==> src/sv/cfcr_pkg.sv <==
// shared types, constants and crc helpers for the crc32 frame check block
package cfcr_pkg;

    localparam int HEADER_BYTES    = 20;
    localparam int MAX_FRAME_BYTES = 65507;
    localparam int INDEX_W         = 16;

    localparam logic [INDEX_W-1:0] HDR_BYTES_IDX = INDEX_W'(HEADER_BYTES);
    localparam logic [INDEX_W-1:0] HDR_LAST_IDX  = INDEX_W'(HEADER_BYTES - 1);
    localparam logic [INDEX_W-1:0] MAX_IDX       = INDEX_W'(MAX_FRAME_BYTES);

    localparam logic [31:0] CRC_POLY = 32'hEDB8_8320;
    localparam logic [31:0] CRC_INIT = 32'hFFFF_FFFF;
    localparam logic [31:0] ACK_CODE = 32'hFFF0_0FFF;

    // header word slots, little-endian words of four bytes each
    localparam logic [2:0] WORD_SEQ   = 3'd0;
    localparam logic [2:0] WORD_TOTAL = 3'd1;
    localparam logic [2:0] WORD_LEN   = 3'd2;
    localparam logic [2:0] WORD_CHK   = 3'd3;

    // per-word verdict from the frame tracker
    typedef struct packed {
        logic        pay;
        logic        ok;
        logic [31:0] seq;
        logic [31:0] total;
        logic [31:0] length;
        logic        is_ack;
    } t_frame_info;

    // reflected crc-32, one byte, eight unrolled shift steps
    function automatic logic [31:0] crc_byte(input logic [31:0] crc, input logic [7:0] b);
        logic [31:0] c;
        c = crc ^ {24'd0, b};
        for (int k = 0; k < 8; k++) begin
            c = c[0] ? ((c >> 1) ^ CRC_POLY) : (c >> 1);
        end
        return c;
    endfunction

    function automatic logic [31:0] put_byte(input logic [31:0] word, input logic [1:0] lane,
                                             input logic [7:0] b);
        logic [31:0] w;
        w = word;
        w[{lane, 3'b000} +: 8] = b;
        return w;
    endfunction

endpackage

==> src/sv/cfcr_frame.sv <==
// frame position, header capture and running crc with the end-of-frame check
module cfcr_frame (
    input  logic                 i_clk,
    input  logic                 i_rst_n,
    input  logic                 i_step,
    input  logic [7:0]           i_byte,
    input  logic                 i_last,
    output cfcr_pkg::t_frame_info o_info
);

    logic [cfcr_pkg::INDEX_W-1:0] r_byte_index;
    logic [31:0] r_crc;
    logic [31:0] r_seq, r_total, r_len, r_chk, r_flags;

    logic [31:0] n_seq, n_total, n_len, n_chk, n_flags;
    logic [31:0] w_crc_next;
    logic [7:0]  w_crc_in;
    logic        w_first;
    logic        w_in_hdr;
    logic [2:0]  w_word;
    logic [1:0]  w_lane;

    assign w_first  = (r_byte_index == '0);
    assign w_in_hdr = (r_byte_index < cfcr_pkg::HDR_BYTES_IDX);
    assign w_word   = r_byte_index[4:2];
    assign w_lane   = r_byte_index[1:0];

    always_comb begin
        // header words start from zero at every frame start
        n_seq    = w_first ? '0 : r_seq;
        n_total  = w_first ? '0 : r_total;
        n_len    = w_first ? '0 : r_len;
        n_chk    = w_first ? '0 : r_chk;
        n_flags  = w_first ? '0 : r_flags;
        w_crc_in = i_byte;
        if (w_in_hdr) begin
            unique case (w_word)
                cfcr_pkg::WORD_SEQ:   n_seq   = cfcr_pkg::put_byte(n_seq, w_lane, i_byte);
                cfcr_pkg::WORD_TOTAL: n_total = cfcr_pkg::put_byte(n_total, w_lane, i_byte);
                cfcr_pkg::WORD_LEN:   n_len   = cfcr_pkg::put_byte(n_len, w_lane, i_byte);
                cfcr_pkg::WORD_CHK: begin
                    n_chk    = cfcr_pkg::put_byte(n_chk, w_lane, i_byte);
                    w_crc_in = '0;
                end
                default:              n_flags = cfcr_pkg::put_byte(n_flags, w_lane, i_byte);
            endcase
        end
    end

    assign w_crc_next = cfcr_pkg::crc_byte(r_crc, w_crc_in);

    always_comb begin
        o_info.pay    = !w_in_hdr;
        o_info.ok     = (r_byte_index >= cfcr_pkg::HDR_LAST_IDX)
                     && (r_byte_index < cfcr_pkg::MAX_IDX)
                     && (~w_crc_next == n_chk);
        o_info.seq    = n_seq;
        o_info.total  = n_total;
        o_info.length = n_len;
        o_info.is_ack = (n_flags == cfcr_pkg::ACK_CODE);
    end

    always_ff @(posedge i_clk) begin
        if (!i_rst_n) begin
            r_byte_index <= '0;
            r_crc        <= cfcr_pkg::CRC_INIT;
            r_seq        <= '0;
            r_total      <= '0;
            r_len        <= '0;
            r_chk        <= '0;
            r_flags      <= '0;
        end else if (i_step) begin
            r_seq   <= n_seq;
            r_total <= n_total;
            r_len   <= n_len;
            r_chk   <= n_chk;
            r_flags <= n_flags;
            if (i_last) begin
                r_byte_index <= '0;
                r_crc        <= cfcr_pkg::CRC_INIT;
            end else begin
                r_crc <= w_crc_next;
                if (r_byte_index < cfcr_pkg::MAX_IDX) begin
                    r_byte_index <= r_byte_index + cfcr_pkg::INDEX_W'(1);
                end
            end
        end
    end

    a_restart: assert property (@(posedge i_clk) disable iff (!i_rst_n)
        i_step && i_last |=> r_byte_index == '0 && r_crc == cfcr_pkg::CRC_INIT)
        else $error("frame tracker did not restart after frame end");

    a_saturate: assert property (@(posedge i_clk) disable iff (!i_rst_n)
        r_byte_index <= cfcr_pkg::MAX_IDX)
        else $error("byte index past saturation bound");

    a_hold: assert property (@(posedge i_clk) disable iff (!i_rst_n)
        !i_step |=> $stable(r_byte_index) && $stable(r_crc))
        else $error("frame state moved without a word");

endmodule

==> src/sv/cfcr_order.sv <==
// in-order fragment counter: acceptance and message completion
module cfcr_order (
    input  logic        i_clk,
    input  logic        i_rst_n,
    input  logic        i_step,
    input  logic        i_last,
    input  logic        i_ok,
    input  logic [31:0] i_seq,
    input  logic [31:0] i_total,
    output logic        o_accepted,
    output logic        o_complete
);

    logic [31:0] r_count;
    logic [31:0] w_expect;
    logic [31:0] w_count_after;

    assign w_expect      = r_count + 32'd1;
    assign o_accepted    = i_ok && (i_seq == w_expect);
    assign w_count_after = o_accepted ? w_expect : r_count;
    assign o_complete    = i_ok && (w_count_after == i_total);

    always_ff @(posedge i_clk) begin
        if (!i_rst_n) begin
            r_count <= '0;
        end else if (i_step && i_last && i_ok) begin
            r_count <= o_complete ? '0 : w_count_after;
        end
    end

    a_clear: assert property (@(posedge i_clk) disable iff (!i_rst_n)
        i_step && i_last && o_complete |=> r_count == '0)
        else $error("count not cleared on completion");

    a_bump: assert property (@(posedge i_clk) disable iff (!i_rst_n)
        i_step && i_last && o_accepted && !o_complete |=> r_count == $past(w_expect))
        else $error("count not advanced on acceptance");

    a_idle: assert property (@(posedge i_clk) disable iff (!i_rst_n)
        !(i_step && i_last) |=> $stable(r_count))
        else $error("count moved outside a frame end");

endmodule

==> src/sv/crc32_frame_check_reassembly.sv <==
// top level: crc-32 checked frame receiver with in-order fragment counting
//
// input channel: one frame byte per word (i_rx_byte) with i_last_byte on the
// final byte, handshake i_in_valid / o_in_ready. output channel: one result
// word per input word, handshake o_out_valid / i_out_ready.
// every byte yields a result; payload bytes (position 20 onwards) come out
// with o_payload_valid set. on the last byte o_frame_end is set and the
// verdict fields carry the header words, the crc check, acceptance of the
// fragment and message completion; otherwise they read zero.
// a word taken into the input register moves on to the result register, with
// o_out_valid high, once the result slot is free. throughput: one word per
// cycle while the receiver does not stall, set by the unrolled 8-bit crc
// update between the two registers.
// reset (synchronous, active low) empties both registers, returns the frame
// position to zero, the crc to all ones and the fragment count to zero.
// when the receiver stalls the result register holds; the input register
// still takes one more word, and o_in_ready falls only when both are full.
module crc32_frame_check_reassembly (
    input  logic        i_clk,
    input  logic        i_rst_n,
    input  logic        i_in_valid,
    output logic        o_in_ready,
    input  logic [7:0]  i_rx_byte,
    input  logic        i_last_byte,
    output logic        o_out_valid,
    input  logic        i_out_ready,
    output logic [7:0]  o_payload_byte,
    output logic        o_payload_valid,
    output logic        o_frame_end,
    output logic        o_checksum_ok,
    output logic [31:0] o_sequence_res,
    output logic [31:0] o_fragment_total,
    output logic [31:0] o_payload_length,
    output logic        o_is_ack,
    output logic        o_accepted,
    output logic        o_message_complete
);

    // input register
    logic       r_in_valid;
    logic [7:0] r_in_byte;
    logic       r_in_last;

    // result register
    logic        r_out_valid;
    logic [7:0]  r_payload_byte;
    logic        r_payload_valid;
    logic        r_frame_end;
    logic        r_checksum_ok;
    logic [31:0] r_sequence_res;
    logic [31:0] r_fragment_total;
    logic [31:0] r_payload_length;
    logic        r_is_ack;
    logic        r_accepted;
    logic        r_message_complete;

    logic                  w_adv;
    logic                  w_step;
    logic                  w_take;
    logic                  w_acc;
    logic                  w_done;
    cfcr_pkg::t_frame_info w_info;

    // result slot frees when empty or being taken this cycle
    assign w_adv      = !r_out_valid || i_out_ready;
    assign w_step     = r_in_valid && w_adv;
    assign o_in_ready = !r_in_valid || w_adv;
    assign w_take     = i_in_valid && o_in_ready;

    cfcr_frame u_frame (
        .i_clk   (i_clk),
        .i_rst_n (i_rst_n),
        .i_step  (w_step),
        .i_byte  (r_in_byte),
        .i_last  (r_in_last),
        .o_info  (w_info)
    );

    cfcr_order u_order (
        .i_clk      (i_clk),
        .i_rst_n    (i_rst_n),
        .i_step     (w_step),
        .i_last     (r_in_last),
        .i_ok       (w_info.ok),
        .i_seq      (w_info.seq),
        .i_total    (w_info.total),
        .o_accepted (w_acc),
        .o_complete (w_done)
    );

    always_ff @(posedge i_clk) begin
        if (!i_rst_n) begin
            r_in_valid <= 1'b0;
        end else if (w_take) begin
            r_in_valid <= 1'b1;
        end else if (w_step) begin
            r_in_valid <= 1'b0;
        end
    end

    always_ff @(posedge i_clk) begin
        if (w_take) begin
            r_in_byte <= i_rx_byte;
            r_in_last <= i_last_byte;
        end
    end

    always_ff @(posedge i_clk) begin
        if (!i_rst_n) begin
            r_out_valid <= 1'b0;
        end else if (w_adv) begin
            r_out_valid <= r_in_valid;
        end
    end

    // verdict fields read zero away from frame end
    always_ff @(posedge i_clk) begin
        if (w_step) begin
            r_payload_byte     <= w_info.pay ? r_in_byte : 8'd0;
            r_payload_valid    <= w_info.pay;
            r_frame_end        <= r_in_last;
            r_checksum_ok      <= r_in_last && w_info.ok;
            r_sequence_res     <= r_in_last ? w_info.seq : 32'd0;
            r_fragment_total   <= r_in_last ? w_info.total : 32'd0;
            r_payload_length   <= r_in_last ? w_info.length : 32'd0;
            r_is_ack           <= r_in_last && w_info.is_ack;
            r_accepted         <= r_in_last && w_acc;
            r_message_complete <= r_in_last && w_done;
        end
    end

    assign o_out_valid        = r_out_valid;
    assign o_payload_byte     = r_payload_byte;
    assign o_payload_valid    = r_payload_valid;
    assign o_frame_end        = r_frame_end;
    assign o_checksum_ok      = r_checksum_ok;
    assign o_sequence_res     = r_sequence_res;
    assign o_fragment_total   = r_fragment_total;
    assign o_payload_length   = r_payload_length;
    assign o_is_ack           = r_is_ack;
    assign o_accepted         = r_accepted;
    assign o_message_complete = r_message_complete;

    a_fill: assert property (@(posedge i_clk) disable iff (!i_rst_n)
        w_step |=> r_out_valid)
        else $error("result lost after a step");

    a_inhold: assert property (@(posedge i_clk) disable iff (!i_rst_n)
        r_in_valid && !w_adv |=> r_in_valid && $stable(r_in_byte) && $stable(r_in_last))
        else $error("input register dropped a stalled word");

    a_accok: assert property (@(posedge i_clk) disable iff (!i_rst_n)
        r_out_valid && (r_accepted || r_message_complete) |-> r_checksum_ok && r_frame_end)
        else $error("fragment accepted without a good frame end");

    a_verdict: assert property (@(posedge i_clk) disable iff (!i_rst_n)
        r_out_valid && !r_frame_end |-> !r_checksum_ok && !r_is_ack && r_sequence_res == '0)
        else $error("verdict fields set away from frame end");

endmodule

==> config.mk <==
export PLATFORM = sky130hd
export DESIGN_NAME = crc32_frame_check_reassembly
export DESIGN_NICKNAME = d
export VERILOG_FILES = /design/src/sv/cfcr_pkg.sv /design/src/sv/cfcr_frame.sv /design/src/sv/cfcr_order.sv /design/src/sv/crc32_frame_check_reassembly.sv
export SDC_FILE = /design/constraint.sdc
export NUM_CORES = 1
export LEC_CHECK = 0
export BUFFER_PORTS_ARGS = -buffer_cell sky130_fd_sc_hd__buf_2
export CORE_MARGIN = 1
export CORE_UTILIZATION = 35
export DETAILED_ROUTE_END_ITERATION = 12
export HOLD_SLACK_MARGIN = 0.15
export SETUP_SLACK_MARGIN = 0.2
export SLEW_MARGIN = 20
export SYNTH_ARGS = -nofsm -noshare
export SYNTH_HDL_FRONTEND = slang
export SYNTH_SLANG_ARGS = --single-unit
==> constraint.sdc <==
create_clock -name i_clk -period 6.1 [get_ports i_clk]
set_clock_uncertainty 0.15 [all_clocks]
set_input_delay 1.22 -clock i_clk [delete_from_list [all_inputs] [get_ports i_clk]]
set_output_delay 1.22 -clock i_clk [all_outputs]
set_load 0.1 [all_outputs]
==> results of run 1 <==
cells by family after synthesis:
| logic type | share of synthesized area, % |
|---|---|
| AO/OA/AOI/OAI | 16.7 |
| XOR/XNOR | 12.8 |
| adder cells (fa/ha/maj) | 0.304 |
| buffers and inverters | 4.63 |
| flip-flops | 40.9 |
| multiplexers | 0.943 |
| AND/OR/NAND/NOR | 23.7 |
state kept, by name, summed over array words and instances, names as in the netlist, 16 cells and up:
| signal | cells |
|---|---|
| o_fragment_total | 32 |
| u_frame.r_len | 32 |
| u_frame.r_flags | 32 |
| o_sequence_res | 32 |
| u_frame.r_chk | 32 |
| u_frame.r_byte_index | 16 |
| u_frame.r_crc | 32 |
| o_payload_length | 32 |
| u_frame.r_seq | 32 |
| u_frame.r_total | 32 |
| u_order.r_count | 32 |
per-stage QoR:
| stage | instances | worst slack [ns] |
|---|---|---|
| after floorplan | 2388 | 0.244 |
| after global placement | 3335 | -0.124 |
| after detailed placement | 3335 | -0.0930 |
| after CTS | 3427 | 0.207 |
| after global routing | 3446 | 0.144 |
| final | 3447 | 0.352 |
cell type report:
| class | instances | area [µm²] | share of cell area (%) |
|---|---|---|---|
| antenna | 1 | 2.50 | 0.00983 |
| clock buffer | 50 | 1100 | 4.33 |
| clock inverter | 30 | 329 | 1.29 |
| inverter | 28 | 115 | 0.452 |
| multi-input combinational | 1808 | 11600 | 45.7 |
| sequential | 361 | 8420 | 33.1 |
| tap | 765 | 957 | 3.76 |
| timing repair buffer | 404 | 2910 | 11.4 |
worst max-delay path: stages, from the launching register on:
cell,delay [ns]
dfxtp_1,0.31
inv_1,0.12
ha_1,0.19
or4b_4,0.53
or4_4,0.59
and2_4,0.20
o2bb2ai_1,0.16
xnor2_1,0.23
nand3_1,0.11
or4b_4,0.56
nor4_4,0.15
buf_4,0.19
and4_4,0.22
nand4_1,0.11
a211oi_2,0.20
or4b_4,0.48
or4_4,0.53
buf_6,0.16
a31o_4,0.27
a22o_1,0.23
worst min path at each step:
| stage | depth (start not counted) | end | from | slack, ns |
|---|---|---|---|---|
| 2_1_floorplan | 0 | o_frame_end$_DFFE_PP_ | r_in_last$_DFFE_PP_ | 0.27 |
| 3_3_place_gp | 2 | u_frame.r_seq[7]$_SDFFE_PN0P_ | u_frame.r_seq[7]$_SDFFE_PN0P_ | 0.29 |
| 3_5_place_dp | 2 | u_frame.r_seq[0]$_SDFFE_PN0P_ | u_frame.r_seq[0]$_SDFFE_PN0P_ | 0.29 |
| 4_1_cts | 2 | u_frame.r_seq[0]$_SDFFE_PN0P_ | u_frame.r_seq[0]$_SDFFE_PN0P_ | 0.30 |
| 5_1_grt | 2 | u_frame.r_seq[5]$_SDFFE_PN0P_ | u_frame.r_seq[5]$_SDFFE_PN0P_ | 0.34 |
| 6_report | 2 | u_frame.r_chk[14]$_SDFFE_PN0P_ | u_frame.r_chk[14]$_SDFFE_PN0P_ | 0.31 |
metal layers:
| metal | GRT usage [%] | part of all wire [%] | up-vias |
|---|---|---|---|
| li1 | - | - | 9054 |
| met1 | 33.9 | 42 | 9638 |
| met2 | 44.6 | 47 | 775 |
| met3 | 4.17 | 6.4 | 173 |
| met4 | 11.3 | 4.5 | 4 |
| met5 | 0 | 0.036 | - |
placed cells by master (no fill, tap or decap), types with 15 or more instances in the layout:
master,n
a211oi_1,15
a21oi_1,103
a22o_1,19
a22oi_1,105
a31oi_1,21
a32oi_1,32
and2_1,83
and3_1,15
buf_2,124
buf_4,265
clkbuf_16,44
dfxtp_1,241
edfxtp_1,119
inv_1,25
nand2_1,203
nand3_1,84
nand4_1,43
nor2_1,358
nor3_1,66
nor4_1,38
o211ai_1,35
o21a_1,16
o21ai_0,76
or3_1,15
xnor2_1,162
xor2_1,90
power breakdown:
| part | switching (mW) | leakage [nW] | internal, mW |
|---|---|---|---|
| logic | 1.09 | 5.61 | 0.664 |
| clock network | 1.13 | 0.691 | 1.53 |
| registers | 0.0480 | 3.11 | 2.55 |
| total | 2.27 | 9.41 | 4.74 |
timing repair:
action	CTS	global route
endpoints found under the setup margin	32	33
setup buffers	10	18
cloned	2	1
resized for setup	23	60
pin swaps	8	21
==> results.yml, run 1 <==
grt:
  grt-ovfl-total: 0
  antenna_found_initial: 3
  gr-usage-all-layers_pct: 26.6
  grt_max_degree: 102
  grt_pass1_wl_um: 120000
  grt_pass1_vias: 18900
die:
  rows: 88
  die_area_um2: 59700
  core_area_um2: 57900
  io-pin-count: 125
  die_h_um: 244
  initial_core_util_pct: 35.5
  die-width_um: 244
synth:
  synth_cells: 2388
  synth_top_cell_by_area: "dfxtp_1"
  synth_ff_type: "dfxtp_1"
  synthTopCellsByCount: "nor2_1, dfxtp_1, nand2_1, xnor2_1, clkbuf_1"
  synth.avg_cell_area_um2: 8.61
  synthArstFlopShare_pct: 0
  ys_seq_area_share_pct: 40.9
  synth.cell_area_um2: 20600
  synth.top_cells.by_area: "dfxtp_1, edfxtp_1, xnor2_1"
  yosysMostFrequentCell: "nor2_1"
  synth_top_area_share_pct: 23.6
  ys_types: 91
  synth_warnings: 0
  yosys_register_bits: 361
  synthesis.nets: 2406
  synth_edf_count: 119
drt:
  drc_errors: 0
  drt-initial-drc-count: 2061
  wl_per_cell_um: 23.7
  first_pass_iters: 5
  ant_nets: 0
  wl_um: 81600
  viasPerCell: 5.70
  vias: 19600
critical_path:
  start_kind: "register"
  ff2ff_path_depth: 19
  crit_fanout: 8
  reg2reg_to: "u_order.r_count[12]$_SDFFE_PN0P_"
  r2r_slack_ns: 0.35
  r2r-start: "u_frame.r_byte_index[0]$_SDFFE_PN0P_"
  required_ns: 6.46
  startpoint: "u_frame.r_byte_index[0]$_SDFFE_PN0P_"
  endpoint: "u_order.r_count[12]$_SDFFE_PN0P_"
  path_class: "reg2reg"
  cp-end-kind: "register"
  crit_arrival_ns: 6.11
sta:
  hold_ws_ns: 0.307
  rsz0062_at_grt: "false"
  maxSlewHeadroom_pct: 20.5
  finalCritPeriodShare_pct: 94.2
  setup_viol: 0
  worst_pin_slew_ns: 1.19
  hold_viol_final: 0
  fin_setup_tns_ns: 0
  fmax_ghz: 0.174
  drv_slew: 0
  period_minus_slack_ns: 5.75
layout:
  final_util_pct: 44.0
  area_delta_synth_final_pct: 23.8
  stdcell_area_um2: 25500
  n_fill_cell: 5768
  nNetsFinal: 2664
  final_layout_size_suffix_gt1_share_pct: 21.1
status:
  status: "finished clean"
place:
  dpl-instance-area_um2: 23300
  place_congestion: 1.01
  portBuffers: 124
  dp_hpwl_um: 60600
cts:
  cts_buffers: 43
  ctsHtreeMaxLevel: 2
  clock_sinks: 361
  clock-root-buffer: "clkbuf_16"
  clock_path_buffers: 3
  clk_latency_ns: 0.61
  tritoncts: "yes"
  hold_buffers: 0
  path_clk_slew_ns: 0.06
flow_run:
  cap_violations: 0
pwr:
  powerDensity_nw_per_um2: 275
  vdd_drop_max_mv: 0.234
  p_leak_nw: 9.41
  power_mw: 7.01
min_path:
  hold_class: "reg2reg"
Note: power is estimated with default switching activity, not from simulation.
==> inputs of run 2 (changes only) <==
Settings changed: BUFFER_PORTS_ARGS -buffer_cell sky130_fd_sc_hd__buf_2 to -buffer_cell sky130_fd_sc_hd__clkbuf_2, GPL_ROUTABILITY_DRIVEN set to 0.
==> run 2 against run 1 <==
Final cell count is 2.7% lower. Register-to-register slack worse by 0.09 ns. Clock power hardly changed.
==> results.yml, run 2 (same netlist as run 1, synthesis figures left out) <==
status:
  status: "finished clean"
sta:
  worst_pin_slew_ns: 1.04
  maxSlewHeadroom_pct: 30.1
  period_minus_slack_ns: 5.84
  rsz0062_at_grt: "false"
  hold_viol_final: 0
  fmax_ghz: 0.171
  finalCritPeriodShare_pct: 95.8
  fin_setup_tns_ns: 0
  setup_viol: 0
  hold_ws_ns: 0.313
  drv_slew: 0
drt:
  wl_per_cell_um: 22.4
  ant_nets: 0
  drc_errors: 0
  vias: 19600
  drt-initial-drc-count: 2576
  wl_um: 75200
  first_pass_iters: 7
  viasPerCell: 5.85
cts:
  path_clk_slew_ns: 0.06
  clock_path_buffers: 3
  hold_buffers: 0
  cts_buffers: 43
  clock_sinks: 361
  clk_latency_ns: 0.59
  clock-root-buffer: "clkbuf_16"
  ctsHtreeMaxLevel: 2
  tritoncts: "yes"
flow_run:
  cap_violations: 0
critical_path:
  worstPathCellList: "or4_1, buf_12, o41ai_2, xor2_1, xnor3_1, nand2_1, a221o_1, nor4b_1, nand4_1, buf_4, or4b_4, xor2_1, o311ai_1, nand4_1, or4_4, buf_4, o21a_1, o21a_1"
  critical_path.top_delay_family: "simple AND/OR/NAND/NOR gates"
  reg2reg_to: "u_order.r_count[19]$_SDFFE_PN0P_"
  critPathMaxStageDelay_ns: 0.59
  critPathBufInv: 3
  r2r_slack_ns: 0.26
  ff2ff_path_depth: 18
  crit_fanout: 15
  path_class: "reg2reg"
  required_ns: 6.43
  crit_arrival_ns: 6.17
  cp-end-kind: "register"
  start_kind: "register"
  r2r-start: "u_frame.r_byte_index[15]$_SDFFE_PN0P_"
  cp_slowest_cell: "or4_4"
layout:
  final_layout_size_suffix_gt1_share_pct: 17.5
  multi_input_area_um2: 11500
  nNetsFinal: 2573
  ff_latch_area_um2: 8420
  layout_commonest_cell: "nor2_1"
  stdcell_area_um2: 24500
  final_util_pct: 42.4
  area_delta_synth_final_pct: 19.3
  n_fill_cell: 5742
  fin_cells: 3355
  antennaDiodeCount: 0
  final_cell_mix: "nor2_1, dfxtp_1, nand2_1, buf_4, xnor2_1"
min_path:
  min_from: "u_frame.r_seq[9]$_SDFFE_PN0P_"
  hold_class: "reg2reg"
  min_delay_worst_endpoint: "u_frame.r_seq[9]$_SDFFE_PN0P_"
  hold_depth: 2
die:
  die-width_um: 244
  rows: 88
  core_area_um2: 57900
  die_area_um2: 59700
  io-pin-count: 125
  initial_core_util_pct: 35.5
  die_h_um: 244
place:
  dp_hpwl_um: 54000
  dpl-instance-area_um2: 22800
  placed_cells: 3266
  portBuffers: 124
grt:
  grt_pass1_wl_um: 113000
  grt-ovfl-total: 0
  grt_max_degree: 158
  grt_pass1_vias: 18600
  gr-usage-all-layers_pct: 24.5
  antenna_found_initial: 2
pwr:
  vdd_drop_max_mv: 0.208
  powerDensity_nw_per_um2: 279
  p_leak_nw: 8.87
run 2: worst min-delay path: stages (launching register included):
cell and delay [ns]:
dfxtp_1 0.31, nand2_1 0.05, a21oi_1 0.05
run 2: what timing repair did:
action | 4_1_cts | 5_1_grt
setup endpoints to repair | 33 | 33
hold endpoints to repair | 0 | 0
pin swaps | 1 | 13
gates cloned | 0 | 1
gates resized for setup | 10 | 44
setup buffers | 1 | 7
run 2: worst max-delay path by stage:
stage,cells past startpoint,slack (ns),to,from
after global routing,20,0.16,u_order.r_count[19]$_SDFFE_PN0P_,u_frame.r_byte_index[0]$_SDFFE_PN0P_
after global placement,17,-0.11,u_order.r_count[10]$_SDFFE_PN0P_,u_frame.r_byte_index[12]$_SDFFE_PN0P_
final,18,0.26,u_order.r_count[19]$_SDFFE_PN0P_,u_frame.r_byte_index[15]$_SDFFE_PN0P_
after floorplan,7,0.24,o_accepted$_DFFE_PP_,i_out_ready
after detailed placement,16,-0.16,u_order.r_count[25]$_SDFFE_PN0P_,u_frame.r_byte_index[12]$_SDFFE_PN0P_
after CTS,18,0.21,u_order.r_count[25]$_SDFFE_PN0P_,u_frame.r_byte_index[12]$_SDFFE_PN0P_
run 2: layout make-up:
type	instances	area share [%]
clock buffers	53	4.75
repair buffers	313	8.77
well taps	765	3.90
flip-flops and latches	361	34.3
multi-input cells	1808	46.7
inverters	28	0.469
clock inverters	27	1.07
run 2: routing by layer:
metal | GRT usage [%] | vias up | wire, µm
met4 | 12.5 | 2 | 4170
met3 | 4.64 | 271 | 6850
met1 | 31.9 | 9374 | 30500
li1 | - | 8875 | -
met2 | 38.7 | 1100 | 33700
met5 | 0 | - | 7
run 2: metrics by stage:
step	setup WS [ns]	total power, mW
detailed placement	-0.157	4.16
global route	0.158	7.05
CTS	0.206	6.80
floorplan	0.244	3.70
finish	0.258	6.84
global placement	-0.109	4.15
run 2: power breakdown:
group / total [mW] / internal [mW] / switching, mW
Combinational: 1.60 / 0.567 / 1.03
Sequential: 2.61 / 2.55 / 0.0534
Clock: 2.64 / 1.54 / 1.10
